[src/rtl/bcrm_pkg.sv]
// Shared types, constants and helpers for the bit-plane context / run-length modeler.
package bcrm_pkg;

   localparam int COEF_BITS = 16;
   localparam int PLANE_W   = 4;
   localparam int MASK_W    = 15;
   localparam int ALU_W     = 19;
   localparam int CTX_W     = 6;
   localparam int SCTX_W    = 4;
   localparam int BAND_PIXELS_DEF = 65536;

   localparam logic [2:0] CLS_SIG    = 3'd0;
   localparam logic [2:0] CLS_SIGN   = 3'd1;
   localparam logic [2:0] CLS_RZERO  = 3'd2;
   localparam logic [2:0] CLS_RUNARY = 3'd3;
   localparam logic [2:0] CLS_RBITS  = 3'd4;

   localparam logic CSR_BIT_PLANE = 1'b0;
   localparam logic CSR_NEXT_MASK = 1'b1;

   localparam logic FUNC_COEF  = 1'b0;
   localparam logic FUNC_FLUSH = 1'b1;

   localparam logic [SCTX_W-1:0] SCTX_N_NEG = 4'd1;
   localparam logic [SCTX_W-1:0] SCTX_N_POS = 4'd2;
   localparam logic [SCTX_W-1:0] SCTX_W_NEG = 4'd3;
   localparam logic [SCTX_W-1:0] SCTX_W_POS = 4'd6;

   localparam logic [3:0] VAL_CTX_MAX = 4'd15;

   typedef struct packed {
      logic                        func;
      logic signed [COEF_BITS-1:0] coefficient;
      logic signed [COEF_BITS-1:0] north_coef;
      logic signed [COEF_BITS-1:0] west_coef;
      logic signed [COEF_BITS-1:0] parent_coef;
      logic                        first_row;
      logic                        first_col;
   } req_type;

   typedef struct packed {
      logic             coded_bit;
      logic [2:0]       model_class;
      logic [CTX_W-1:0] context_index;
      logic             last;
   } rsp_type;

   typedef struct packed {
      logic       busy;
      logic       coded_bit;
      logic [2:0] model_class;
      logic       final_beat;
   } run_beat_type;

   typedef enum logic [2:0] {
      ST_IDLE,
      ST_EVAL,
      ST_ACC1,
      ST_ACC2,
      ST_CMPN,
      ST_CMPW,
      ST_SIG,
      ST_SIGN
   } state_type;

   typedef enum logic [1:0] {
      RUN_IDLE,
      RUN_ZERO,
      RUN_UNARY,
      RUN_BITS
   } run_phase_type;

   function automatic logic [COEF_BITS-1:0] coef_mag(input logic [COEF_BITS-1:0] v);
      coef_mag = v[COEF_BITS-1] ? (~v + COEF_BITS'(1)) : v;
   endfunction

endpackage

[src/rtl/bcrm_alu.sv]
// Shared add/subtract unit for the context sum and the shape compares.
module bcrm_alu (
   input  logic [bcrm_pkg::ALU_W-1:0] a,
   input  logic [bcrm_pkg::ALU_W-1:0] b,
   input  logic                       sub,
   output logic [bcrm_pkg::ALU_W-1:0] res
);
   import bcrm_pkg::*;

   logic [ALU_W-1:0] b_op;

   assign b_op = sub ? ~b : b;
   assign res  = a + b_op + ALU_W'(sub);

endmodule

[src/rtl/bcrm_run.sv]
// Zero-run serializer: zero flag, unary bit count, then remainder bits, one beat per step.
module bcrm_run #(
   parameter int RUN_W = 17
) (
   input  logic                  clock,
   input  logic                  reset,
   input  logic                  start,
   input  logic [RUN_W-1:0]      start_len,
   input  logic                  adv,
   output bcrm_pkg::run_beat_type beat
);
   import bcrm_pkg::*;

   localparam int CNT_W = (RUN_W > 1) ? $clog2(RUN_W) : 1;

   run_phase_type    phase_ff, phase_in;
   logic [RUN_W-1:0] len_ff, len_in;
   logic [RUN_W-1:0] tmp_ff, tmp_in;
   logic [CNT_W-1:0] cnt_ff, cnt_in;
   logic [CNT_W-1:0] cnt_idx;
   logic             tmp_gt1;
   logic             len_zero;

   assign cnt_idx  = cnt_ff - CNT_W'(1);
   assign tmp_gt1  = tmp_ff > RUN_W'(1);
   assign len_zero = len_ff == '0;

   always_comb begin
      beat = '0;
      case (phase_ff)
         RUN_ZERO: begin
            beat.busy        = 1'b1;
            beat.coded_bit   = len_zero;
            beat.model_class = CLS_RZERO;
            beat.final_beat  = len_zero;
         end
         RUN_UNARY: begin
            beat.busy        = 1'b1;
            beat.coded_bit   = !tmp_gt1;
            beat.model_class = CLS_RUNARY;
            beat.final_beat  = !tmp_gt1 && (cnt_ff == '0);
         end
         RUN_BITS: begin
            beat.busy        = 1'b1;
            beat.coded_bit   = len_ff[cnt_idx];
            beat.model_class = CLS_RBITS;
            beat.final_beat  = cnt_ff == CNT_W'(1);
         end
         default: begin
            beat = '0;
         end
      endcase
   end

   always_comb begin
      phase_in = phase_ff;
      len_in   = len_ff;
      tmp_in   = tmp_ff;
      cnt_in   = cnt_ff;
      if (start) begin
         phase_in = RUN_ZERO;
         len_in   = start_len;
      end else if (adv) begin
         case (phase_ff)
            RUN_ZERO: begin
               tmp_in   = len_ff;
               cnt_in   = '0;
               phase_in = len_zero ? RUN_IDLE : RUN_UNARY;
            end
            RUN_UNARY: begin
               if (tmp_gt1) begin
                  tmp_in = tmp_ff >> 1;
                  cnt_in = cnt_ff + CNT_W'(1);
               end else begin
                  phase_in = (cnt_ff == '0) ? RUN_IDLE : RUN_BITS;
               end
            end
            RUN_BITS: begin
               cnt_in = cnt_idx;
               if (cnt_ff == CNT_W'(1)) begin
                  phase_in = RUN_IDLE;
               end
            end
            default: begin
               phase_in = RUN_IDLE;
            end
         endcase
      end
   end

   always_ff @(posedge clock) begin
      if (reset) begin
         phase_ff <= RUN_IDLE;
      end else begin
         phase_ff <= phase_in;
      end
      len_ff <= len_in;
      tmp_ff <= tmp_in;
      cnt_ff <= cnt_in;
   end

endmodule

[src/rtl/bitplane_context_runlength_modeler_top.sv]
// Top level of the bit-plane context modeler with zero run-length coding.
// Input channel req_*: one beat per coefficient (func 0) or end-of-band flush (func 1).
// Result channel rsp_*: one binary decision per beat with model class, context and a
// last flag on the final decision of each input beat; an input may give no beats.
// csr_*: bit_plane (index 0) and next_mask (index 1), to be written only while idle by
// the user; the block does not enforce it. An input beat is taken only in the idle
// state; req_ready is low while it is worked on. A zero that extends an open run gives
// nothing. A coded coefficient goes through the states EVAL, ACC1, ACC2, CMPN, CMPW
// and SIG (then SIGN for a sign beat) before the next accept; its significance beat is
// registered from SIG. Five passes through the shared adder build the neighborhood sum
// (three adds) and the two shape compares. A run closed by it (1 beat for an empty run,
// else 2 + 2*floor(log2(n)) beats for n zeros still owed) drains one beat per cycle
// while the receiver takes them, alongside the adder passes; the significance beat
// waits for the last of them. A flush of a run waits in SIG until its beats have
// drained; a flush with no run open gives nothing. The one result register decouples
// the channels; a stalled receiver holds the current beat and the block waits. Reset
// clears the state, run counter, flush flag, CSRs and rsp_valid, so no run is open.
module bitplane_context_runlength_modeler_top #(
   parameter int BAND_PIXELS = bcrm_pkg::BAND_PIXELS_DEF
) (
   input  logic                            clock,
   input  logic                            reset,
   input  logic                            req_valid,
   output logic                            req_ready,
   input  bcrm_pkg::req_type               req_data,
   output logic                            rsp_valid,
   input  logic                            rsp_ready,
   output bcrm_pkg::rsp_type               rsp_data,
   input  logic                            csr_we,
   input  logic                            csr_index,
   input  logic [bcrm_pkg::MASK_W-1:0]     csr_wdata
);
   import bcrm_pkg::*;

   localparam int RUN_W = $clog2(BAND_PIXELS + 1);

   state_type              state_ff, state_in;
   req_type                item_ff, item_in;
   logic [ALU_W-1:0]       acc_ff, acc_in;
   logic                   gtn_ff, gtn_in;
   logic                   gtw_ff, gtw_in;
   logic                   flush_ff, flush_in;
   logic [RUN_W-1:0]       zero_run_ff, zero_run_in;
   logic                   rsp_valid_ff, rsp_valid_in;
   rsp_type                rsp_ff, rsp_in;
   logic [PLANE_W-1:0]     bit_plane_ff;
   logic [MASK_W-1:0]      next_mask_ff;

   logic [COEF_BITS-1:0]   mask16;
   logic [COEF_BITS-1:0]   done_mask;
   logic [COEF_BITS-1:0]   mag;
   logic [COEF_BITS-1:0]   vd;
   logic [COEF_BITS-1:0]   par_m;
   logic [COEF_BITS-1:0]   north_m;
   logic [COEF_BITS-1:0]   west_m;
   logic [COEF_BITS-1:0]   nn;
   logic [COEF_BITS-1:0]   w;
   logic                   plane_bit;
   logic                   sign_needed;
   logic                   run_open;
   logic [SCTX_W-1:0]      sctx;
   logic [3:0]             val_ctx;
   logic                   out_free;

   logic [ALU_W-1:0]       alu_a;
   logic [ALU_W-1:0]       alu_b;
   logic                   alu_sub;
   logic [ALU_W-1:0]       alu_res;

   logic                   run_start;
   logic                   run_adv;
   logic [RUN_W-1:0]       run_len;
   run_beat_type           run_beat;

   bcrm_alu u_alu (
      .a   (alu_a),
      .b   (alu_b),
      .sub (alu_sub),
      .res (alu_res)
   );

   bcrm_run #(
      .RUN_W (RUN_W)
   ) u_run (
      .clock     (clock),
      .reset     (reset),
      .start     (run_start),
      .start_len (run_len),
      .adv       (run_adv),
      .beat      (run_beat)
   );

   assign mask16      = COEF_BITS'(next_mask_ff);
   assign done_mask   = mask16 ^ (COEF_BITS'(1) << bit_plane_ff);
   assign mag         = coef_mag(item_ff.coefficient);
   assign vd          = mag & done_mask;
   assign par_m       = coef_mag(item_ff.parent_coef) & mask16;
   assign north_m     = coef_mag(item_ff.north_coef) & mask16;
   assign west_m      = coef_mag(item_ff.west_coef) & mask16;
   assign nn          = item_ff.first_row ? vd : north_m;
   assign w           = item_ff.first_col ? vd : west_m;
   assign plane_bit   = mag[bit_plane_ff];
   assign sign_needed = plane_bit && (vd == '0);
   assign run_open    = zero_run_ff != '0;
   assign run_len     = zero_run_ff - RUN_W'(1);
   assign out_free    = !rsp_valid_ff || rsp_ready;
   assign val_ctx     = (|acc_ff[ALU_W-1:6]) ? VAL_CTX_MAX : acc_ff[5:2];

   always_comb begin
      sctx = '0;
      if (!item_ff.first_row && (north_m != '0)) begin
         sctx = item_ff.north_coef[COEF_BITS-1] ? SCTX_N_NEG : SCTX_N_POS;
      end
      if (!item_ff.first_col && (west_m != '0)) begin
         sctx = sctx + (item_ff.west_coef[COEF_BITS-1] ? SCTX_W_NEG : SCTX_W_POS);
      end
   end

   // next state
   always_comb begin
      state_in = state_ff;
      case (state_ff)
         ST_IDLE: begin
            if (req_valid) begin
               state_in = ST_EVAL;
            end
         end
         ST_EVAL: begin
            if (item_ff.func == FUNC_FLUSH) begin
               state_in = run_open ? ST_SIG : ST_IDLE;
            end else if (run_open && !plane_bit) begin
               state_in = ST_IDLE;
            end else begin
               state_in = ST_ACC1;
            end
         end
         ST_ACC1: state_in = ST_ACC2;
         ST_ACC2: state_in = ST_CMPN;
         ST_CMPN: state_in = ST_CMPW;
         ST_CMPW: state_in = ST_SIG;
         ST_SIG: begin
            if (flush_ff) begin
               if (!run_beat.busy) begin
                  state_in = ST_IDLE;
               end
            end else if (!run_beat.busy && out_free) begin
               state_in = sign_needed ? ST_SIGN : ST_IDLE;
            end
         end
         ST_SIGN: begin
            if (out_free) begin
               state_in = ST_IDLE;
            end
         end
         default: state_in = ST_IDLE;
      endcase
   end

   // datapath and outputs
   always_comb begin
      req_ready    = state_ff == ST_IDLE;
      item_in      = item_ff;
      acc_in       = acc_ff;
      gtn_in       = gtn_ff;
      gtw_in       = gtw_ff;
      flush_in     = flush_ff;
      zero_run_in  = zero_run_ff;
      alu_a        = ALU_W'(vd);
      alu_b        = ALU_W'(par_m);
      alu_sub      = 1'b0;
      run_start    = 1'b0;
      run_adv      = 1'b0;
      rsp_valid_in = rsp_valid_ff && !rsp_ready;
      rsp_in       = rsp_ff;

      case (state_ff)
         ST_IDLE: begin
            if (req_valid) begin
               item_in = req_data;
            end
         end
         ST_EVAL: begin
            flush_in = item_ff.func == FUNC_FLUSH;
            acc_in   = alu_res;
            if (item_ff.func == FUNC_FLUSH) begin
               if (run_open) begin
                  run_start   = 1'b1;
                  zero_run_in = '0;
               end
            end else if (run_open && !plane_bit) begin
               if (zero_run_ff < RUN_W'(BAND_PIXELS)) begin
                  zero_run_in = zero_run_ff + RUN_W'(1);
               end
            end else if (run_open) begin
               run_start   = 1'b1;
               zero_run_in = '0;
            end
         end
         ST_ACC1: begin
            alu_a  = acc_ff;
            alu_b  = ALU_W'(nn);
            acc_in = alu_res;
         end
         ST_ACC2: begin
            alu_a  = acc_ff;
            alu_b  = ALU_W'(w);
            acc_in = alu_res;
         end
         ST_CMPN: begin
            alu_b   = ALU_W'(nn);
            alu_sub = 1'b1;
            gtn_in  = alu_res[ALU_W-1];
         end
         ST_CMPW: begin
            alu_b   = ALU_W'(w);
            alu_sub = 1'b1;
            gtw_in  = alu_res[ALU_W-1];
         end
         default: begin
         end
      endcase

      if (run_beat.busy && out_free) begin
         run_adv                = 1'b1;
         rsp_valid_in           = 1'b1;
         rsp_in.coded_bit       = run_beat.coded_bit;
         rsp_in.model_class     = run_beat.model_class;
         rsp_in.context_index   = '0;
         rsp_in.last            = run_beat.final_beat && flush_ff;
      end else if ((state_ff == ST_SIG) && !flush_ff && out_free) begin
         rsp_valid_in           = 1'b1;
         rsp_in.coded_bit       = plane_bit;
         rsp_in.model_class     = CLS_SIG;
         rsp_in.context_index   = {gtw_ff, gtn_ff, val_ctx};
         rsp_in.last            = !sign_needed;
         if (!plane_bit) begin
            zero_run_in = RUN_W'(1);
         end
      end else if ((state_ff == ST_SIGN) && out_free) begin
         rsp_valid_in           = 1'b1;
         rsp_in.coded_bit       = item_ff.coefficient[COEF_BITS-1];
         rsp_in.model_class     = CLS_SIGN;
         rsp_in.context_index   = CTX_W'(sctx);
         rsp_in.last            = 1'b1;
      end
   end

   always_ff @(posedge clock) begin
      if (reset) begin
         state_ff     <= ST_IDLE;
         zero_run_ff  <= '0;
         rsp_valid_ff <= 1'b0;
         flush_ff     <= 1'b0;
         bit_plane_ff <= '0;
         next_mask_ff <= '0;
      end else begin
         state_ff     <= state_in;
         zero_run_ff  <= zero_run_in;
         rsp_valid_ff <= rsp_valid_in;
         flush_ff     <= flush_in;
         if (csr_we && (csr_index == CSR_BIT_PLANE)) begin
            bit_plane_ff <= csr_wdata[PLANE_W-1:0];
         end
         if (csr_we && (csr_index == CSR_NEXT_MASK)) begin
            next_mask_ff <= csr_wdata;
         end
      end
      item_ff <= item_in;
      acc_ff  <= acc_in;
      gtn_ff  <= gtn_in;
      gtw_ff  <= gtw_in;
      rsp_ff  <= rsp_in;
   end

   assign rsp_valid = rsp_valid_ff;
   assign rsp_data  = rsp_ff;

   a_run_not_idle: assert property (@(posedge clock) disable iff (reset)
      run_beat.busy |-> (state_ff != ST_IDLE))
      else $error("run beats pending while idle");

   a_run_sat: assert property (@(posedge clock) disable iff (reset)
      zero_run_ff <= RUN_W'(BAND_PIXELS))
      else $error("zero run beyond band size");

   a_sign_last: assert property (@(posedge clock) disable iff (reset)
      (rsp_valid_ff && (rsp_ff.model_class == CLS_SIGN)) |-> rsp_ff.last)
      else $error("sign beat not last");

   a_run_last_flush: assert property (@(posedge clock) disable iff (reset)
      (run_adv && !flush_ff) |=> !rsp_ff.last)
      else $error("run beat marked last outside a flush");

   a_accept_eval: assert property (@(posedge clock) disable iff (reset)
      (req_valid && req_ready) |=> (state_ff == ST_EVAL) && !run_beat.busy)
      else $error("accepted beat not evaluated");

endmodule

[config.mk]
export PLATFORM = sky130hd
export DESIGN_NAME = bitplane_context_runlength_modeler_top
export DESIGN_NICKNAME = d
export VERILOG_FILES = /design/src/rtl/bcrm_pkg.sv /design/src/rtl/bcrm_alu.sv /design/src/rtl/bcrm_run.sv /design/src/rtl/bitplane_context_runlength_modeler_top.sv
export SDC_FILE = /design/constraint.sdc
export NUM_CORES = 1
export LEC_CHECK = 0
export ABC_AREA = 0
export BUFFER_PORTS_ARGS = -buffer_cell sky130_fd_sc_hd__buf_2
export CAP_MARGIN = 20
export CORE_MARGIN = 2
export CORE_UTILIZATION = 56
export CTS_BUF_LIST = sky130_fd_sc_hd__clkbuf_8
export DETAILED_ROUTE_END_ITERATION = 6
export GPL_TIMING_DRIVEN = 0
export PLACE_DENSITY = 0.86
export SLEW_MARGIN = 20
export SYNTH_ARGS = -nofsm -noshare
export SYNTH_HDL_FRONTEND = slang
export SYNTH_HIERARCHICAL = 1
export SYNTH_SLANG_ARGS = --single-unit
[constraint.sdc]
create_clock -name clock -period 3.85 [get_ports clock]
set_input_delay 0 -clock clock [delete_from_list [all_inputs] [get_ports clock]]
set_output_delay 0 -clock clock [all_outputs]
set_load 0.005 [all_outputs]
* Word level (Yosys, flattened, before mapping)
Index checks and enable logic that the tools add are counted.
** Storage, ports and cells
- Register bits after elaboration :: 181
- Output and inout bits :: 13
- Word-level logic and storage cells :: 182
- Input port bits :: 88
** Operators by class
- Equal/unequal tests :: 20
- Add/subtract/negate cells :: 11
- $lt $le $gt $ge :: 4
- Reductions and logical operators :: 49
- Multiplexer cells :: 60
- Bitwise logic cells :: 12
- Shift operators :: 1
** Operator list (number)
- $mux 17 :: 9
- $mux 16 :: 6
- $add 16x1->16 const B :: 4
- $not 16->16 :: 4
- $and 16x15->16 :: 3
- $mux 19 :: 2
- $pmux 17 s2 :: 1
- $mux 11 :: 3
- $pmux 16 s2 :: 1
- $reduce_bool 16->1 :: 2
- $mux 3 :: 9
- $pmux 3 s8 :: 1
- $add 19x1->19 :: 1
- $add 19x19->19 :: 1
- $not 16->19 :: 1
- $pmux 6 s3 :: 1
- $add 17x1->17 const B :: 1
- $gt 17x1->1 const B :: 1
- $logic_not 17->1 :: 1
- $lt 17x17->1 const B :: 1
- $reduce_bool 17->1 :: 1
- $sub 17x1->17 const B :: 1
- $and 16x16->16 :: 1
- $logic_not 16->1 :: 1
- 39 further kinds :: 100

* Logic depth before layout (Yosys ltp)
- Word-level depth :: 13
- Gate-level depth with buffers :: 17

* Cells and area by module
Netlist, hierarchy kept.
** Modules (own cells, without submodules)
- bitplane_context_runlength_modeler_top :: area an instance 8356.8 um2, sequential area each 3733.6 um2, cells each 897, instances 1
- bcrm_run :: area an instance 2062.0 um2, sequential area each 1181.1 um2, cells each 146, instances 1
- bcrm_alu :: area an instance 1097.3 um2, sequential area each 0.0 um2, cells each 150, instances 1

* Worst setup path before layout
No wires, ideal clock.
- Path type :: register -> register
- From :: register item_ff[50] (netlist bit)
- To :: register u_run.tmp_ff[10] (enable)
- Cell stages (with the launch flop) :: 15
- Library setup time :: 315 ps
- Path slack :: -378 ps
- Arrival :: 3913 ps
- Period minus slack after synthesis :: 4228 ps
- Buffers on the path :: 3
- Required time :: 3535 ps
- Cells stage by stage :: edfxtp_1 -> clkbuf_1 -> inv_1 -> ha_1 -> or4b_1 -> clkbuf_1 -> o41ai_2 -> xor2_1 -> a22o_1 -> o22ai_1 -> a21oi_2 -> buf_4 -> nor2_1 -> inv_1 -> and4_1
** On the way
- Word-level cells in the longest chain between the ends :: 12
** RTL lines
- start, declared :: line bitplane_context_runlength_modeler_top.sv:38 : req_type item_ff, item_in;
- start signal, assigned :: line bitplane_context_runlength_modeler_top.sv:268 : item_ff <= item_in;
- $not 16->16 :: line bcrm_pkg.sv:74 : coef_mag = v[COEF_BITS-1] ? (~v + COEF_BITS'(1)) : v;
- $add 16x1->16 :: line bcrm_pkg.sv:74
- $mux 16 (*) :: line bcrm_pkg.sv:74
- $bmux 1 s4 (*) :: line bitplane_context_runlength_modeler_top.sv:102 : assign plane_bit = mag[bit_plane_ff];
- $mux 1 (implied by the code) (*) :: line bitplane_context_runlength_modeler_top.sv:102
- $logic_not 1->1 (*)
- $logic_and 1x1->1 (*) :: line bitplane_context_runlength_modeler_top.sv:190 : end else if (run_open && !plane_bit) begin
- $mux 1 (*) :: line bitplane_context_runlength_modeler_top.sv:190
- $mux 1 (*) :: line bitplane_context_runlength_modeler_top.sv:185 : if (item_ff.func == FUNC_FLUSH) begin
- $mux 1 (*) :: line bitplane_context_runlength_modeler_top.sv:176 : case (state_ff)
- via run_start :: line bitplane_context_runlength_modeler_top.sv:70 : logic run_start;
- $not 1->1 (no source line) (*)
- $reduce_and 4->1 (no source line) (*)
- end signal, assigned :: line bcrm_run.sv:98 : tmp_ff <= tmp_in;
- end, declared :: line bcrm_run.sv:18 : logic [RUN_W-1:0] tmp_ff, tmp_in;
Mark *: on every way through the listed nets, which the timed path passes. The rest lies on a longest branch. The select of a mux whose other input is x is not followed.
A chain may end at the register's enable or synchronous reset.

* Final worst setup path
- From :: register item_ff[19] (netlist bit)
- To :: register acc_ff[18], data pin
** On the way
- Word-level cells in the longest chain between the ends :: 10
** RTL lines
- $not 16->16 (*) :: line bcrm_pkg.sv:74
- $add 16x1->16 (*) :: line bcrm_pkg.sv:74
- $mux 16 (*) :: line bcrm_pkg.sv:74
- $and 16x15->16 (*) :: line bitplane_context_runlength_modeler_top.sv:99 : assign west_m = coef_mag(item_ff.west_coef) & mask16;
- $mux 16 (*) :: line bitplane_context_runlength_modeler_top.sv:101 : assign w = item_ff.first_col ? vd : west_m;
- $pmux 16 s2 (*) :: line bitplane_context_runlength_modeler_top.sv:176
- via alu_b[7] :: line bitplane_context_runlength_modeler_top.sv:66 : logic [ALU_W-1:0] alu_b;
- $not 16->19 :: line bcrm_alu.sv:12 : assign b_op = sub ? ~b : b;
- $mux 19 (*) :: line bcrm_alu.sv:12
- $add 19x19->19 (*) :: line bcrm_alu.sv:13 : assign res = a + b_op + ALU_W'(sub);
- $add 19x1->19 (*) :: line bcrm_alu.sv:13
- via alu_res[18] :: line bitplane_context_runlength_modeler_top.sv:68 : logic [ALU_W-1:0] alu_res;
- end signal, assigned :: line bitplane_context_runlength_modeler_top.sv:269 : acc_ff <= acc_in;
- end, declared :: line bitplane_context_runlength_modeler_top.sv:39 : logic [ALU_W-1:0] acc_ff, acc_in;
Mark *: on every way through the listed nets, which the timed path passes. The rest lies on a longest branch.

==> key figures <==
Drt
  • Iteration-0 DRC count of the detailed router: 1599
  • Antenna Violating Nets Remaining: 0
  • Vias per cell: 6.46
  • DR WL/cell: 21.6 um
  • DRT Pass-1 Iters: 7
  • Vias after detailed routing: 11200
  • Drc violations: 0
  • Final wirelength: 37.5 mm

Pwr
  • Peak VDD IR: 0.321 mV
  • Pwr dens: 330 mW/mm^2
  • PnR Total Power: 4.91 mW
  • Lkg Pwr: 5.60 nW

Worst setup path
  • Setup Crit Path Kind: flop to flop
  • Cell Chain, Critical Path: buf_4 > or4_4 > o21ai_0 > xor2_1 > nor3_1 > a31oi_1 > o211ai_1 > xor2_1 > ha_1 > a21oi_4 > o21ai_0 > a311o_1 > o32ai_2 > xnor2_1
  • Worst-path maximum fanout: 5
  • Startpoint Class: flop
  • Reg2Reg Depth: 14
  • Crit-path slowest cell: or4_4
  • Worst EP arrival: 4540 ps
  • Required time of the critical path: 4070 ps
  • CP Capture Type: flop
  • Max stage delay on crit path: 510 ps

Timing
  • Setup ws final: -469 ps
  • Final max-slew violation count: 0
  • Clk_skew: 23.3 ps
  • Final Critical Period: 4320 ps
  • Final worst-path cycle share: 112%
  • Tightest Pin Transition: 688 ps
  • Fmax: 232 MHz
  • Final hold vios: 0
  • Rel. slew slack: 54.1%
  • Worst Hold Slack: 211 ps
  • Final setup fails: 10
  • RSZ-0062 raised after global routing: yes

Status
  • Status: finished with violations
  • Failing checks: setup timing

Layout
  • # diodes: 0
  • Commonest non-fill, non-tap cell in the layout: nand2_1
  • Layout Nets: 1580
  • Layout cells sized above 1: 26.5%
  • Final core utilization: 73.5%
  • Post-route insts no fill: 1740
  • P&R area growth vs syn: 29.1%
  • Most frequent cells in the layout: nand2_1, edfxtp_1, buf_2, dlygate4sd3_1, nor2_1

Worst hold path
  • Worst hold path class: input pin to flop
  • Hold Crit Depth: 2

Clocking
  • Clock sink total: 180
  • Htree depth: 4
  • Worst-skew pair later-pin latency: 500 ps
  • CTS tree: built
  • TritonCTS Buffers: 17
  • Clk slew on worst S/H paths: 110 ps
  • Clk buf depth: 2
  • Clock root cell: clkbuf_8

Placed design
  • RePlAce Congestion: 1.00
  • Input/output buffers: 100
  • Post-Place Cells: 1567
  • DPL Wire Length: 23.2 mm

Logic synthesis
  • Synth top area cells: edfxtp_1, dfxtp_1, nand2_1
  • Netlist Area Pre-Place: 0.0115 mm^2
  • Synth Warn #: 6
  • Syn_area_per_cell: 9.65 um^2
  • Yosys top cell area share: 34.2%
  • Asr flop ratio synth: 0%
  • Dominant synthesized flop cell: edfxtp_1
  • Number of synthesized flops with an enable pin: 131
  • Gate Count Post-Synth: 1193
  • Synth area leader: edfxtp_1
  • Post-synthesis register bit count: 180
  • Sequential area share after synthesis: 42.7%
  • Netlist cell types: 91

Global routing
  • Number of global-route vias before repair: 10200
  • Largest net degree at the start of global routing: 64
  • Grt total ovfl: 0
  • First-pass GRT wire length: 53.1 mm
  • Initial antenna violation count: 0
  • Tot GR Track Use: 30.9%

Floorplanning
  • I/O pins: 101
  • Die Ht: 147 um
  • Die span in x: 147 um
  • Die outline area: 0.0217 mm^2
  • Row cnt: 52
  • Initial Util: 56.9%
  • Core area: 0.0202 mm^2

Job
  • Maxcap violations: 0
[where the power goes]
group | switching (mW) | total [mW] | internal [mW]
Combinational | 0.648 | 1.15 | 0.506
Clock | 0.891 | 1.40 | 0.510
Sequential | 0.124 | 2.35 | 2.23
[stage by stage]
stage	cell area (um^2)	TNS, ps	worst slack, ps
2_1_floorplan	11600	0	8.09
3_3_place_gp	12400	-18310	-758
3_5_place_dp	12400	-21320	-828
4_1_cts	14100	-1530	-327
5_1_grt	14900	-3350	-587
6_report	14900	-2300	-469
[repair_timing]
item | 4_1_cts | 5_1_grt
hold endpoints to repair | 93 | 0
hold buffers | 91 | 0
cloned | 1 | 0
pin swaps | 24 | 51
setup buffers | 19 | 47
gates resized for setup | 57 | 118
endpoints found under the setup margin | 37 | 36
[path summary, 6_finish.rpt]
check	from	slack [ps]	to
worst max-delay path	item_ff[19]$_DFFE_PP_	-470	acc_ff[18]$_DFFE_PP_
worst min register to register	gtw_ff$_DFFE_PP_	460	rsp_data[6]$_SDFFE_PP0P_
worst min-delay path	req_data[45]	210	item_ff[45]$_DFFE_PP_
worst max register to register	item_ff[19]$_DFFE_PP_	-470	acc_ff[18]$_DFFE_PP_
[metal layers]
layer,share of wire [%],up-vias,global-route usage (%)
li1,-,4936,-
met1,37,5302,40.4
met2,48,819,51.8
met3,10,187,5.34
met4,4.8,0,11.9
met5,0,-,0
[cell families after synthesis]
logic type	Yosys count	synth area share [%]
fa+ha+maj	35	3.87
other cells	1	0.0326
mux	36	3.76
simple gates	455	20.8
buf+inv	103	3.91
compound gates	266	16.0
flops	180	42.7
xor+xnor	117	8.90
[sequential cells by signal, indices dropped and copies added, names as in the netlist]
name,count
acc_ff,19
bit_plane_ff,4
flush_ff,1
gtn_ff,1
gtw_ff,1
item_ff,67
next_mask_ff,15
rsp_data,11
rsp_valid,1
state_ff,3
u_run/cnt_ff,5
u_run/len_ff,17
u_run/phase_ff,2
u_run/tmp_ff,16
zero_run_ff,17
[area by class of cell]
cell class	instances	area (um^2)
well taps	270	338
fillers	1261	5370
clock inverters	15	193
repair buffers	256	1950
flip-flops and latches	180	4920
clock buffers	17	234
plain buffers	48	270
multi-input cells	913	6800
inverters	41	156
[synth_stat cells, types with 28 or more instances]
cell type  count
edfxtp_1     131
a21oi_1       57
xor2_1        58
inv_1         41
dfxtp_1       49
nand2_1      142
clkbuf_1      45
nor2_1        72
o21ai_0       60
nor3_1        33
nand3_1       28
ha_1          34
xnor2_1       59
[critical path, delay by kind of cell, from the launching register on]
family | cells | cell delay (ps)
flip-flops | 1 | 450
AO/OA/AOI/OAI | 7 | 1810
adder cells (fa/ha/maj) | 1 | 440
XOR/XNOR | 3 | 590
AND/OR/NAND/NOR | 2 | 610
buffers and inverters | 1 | 160
Note: power is estimated with default switching activity, not from simulation.
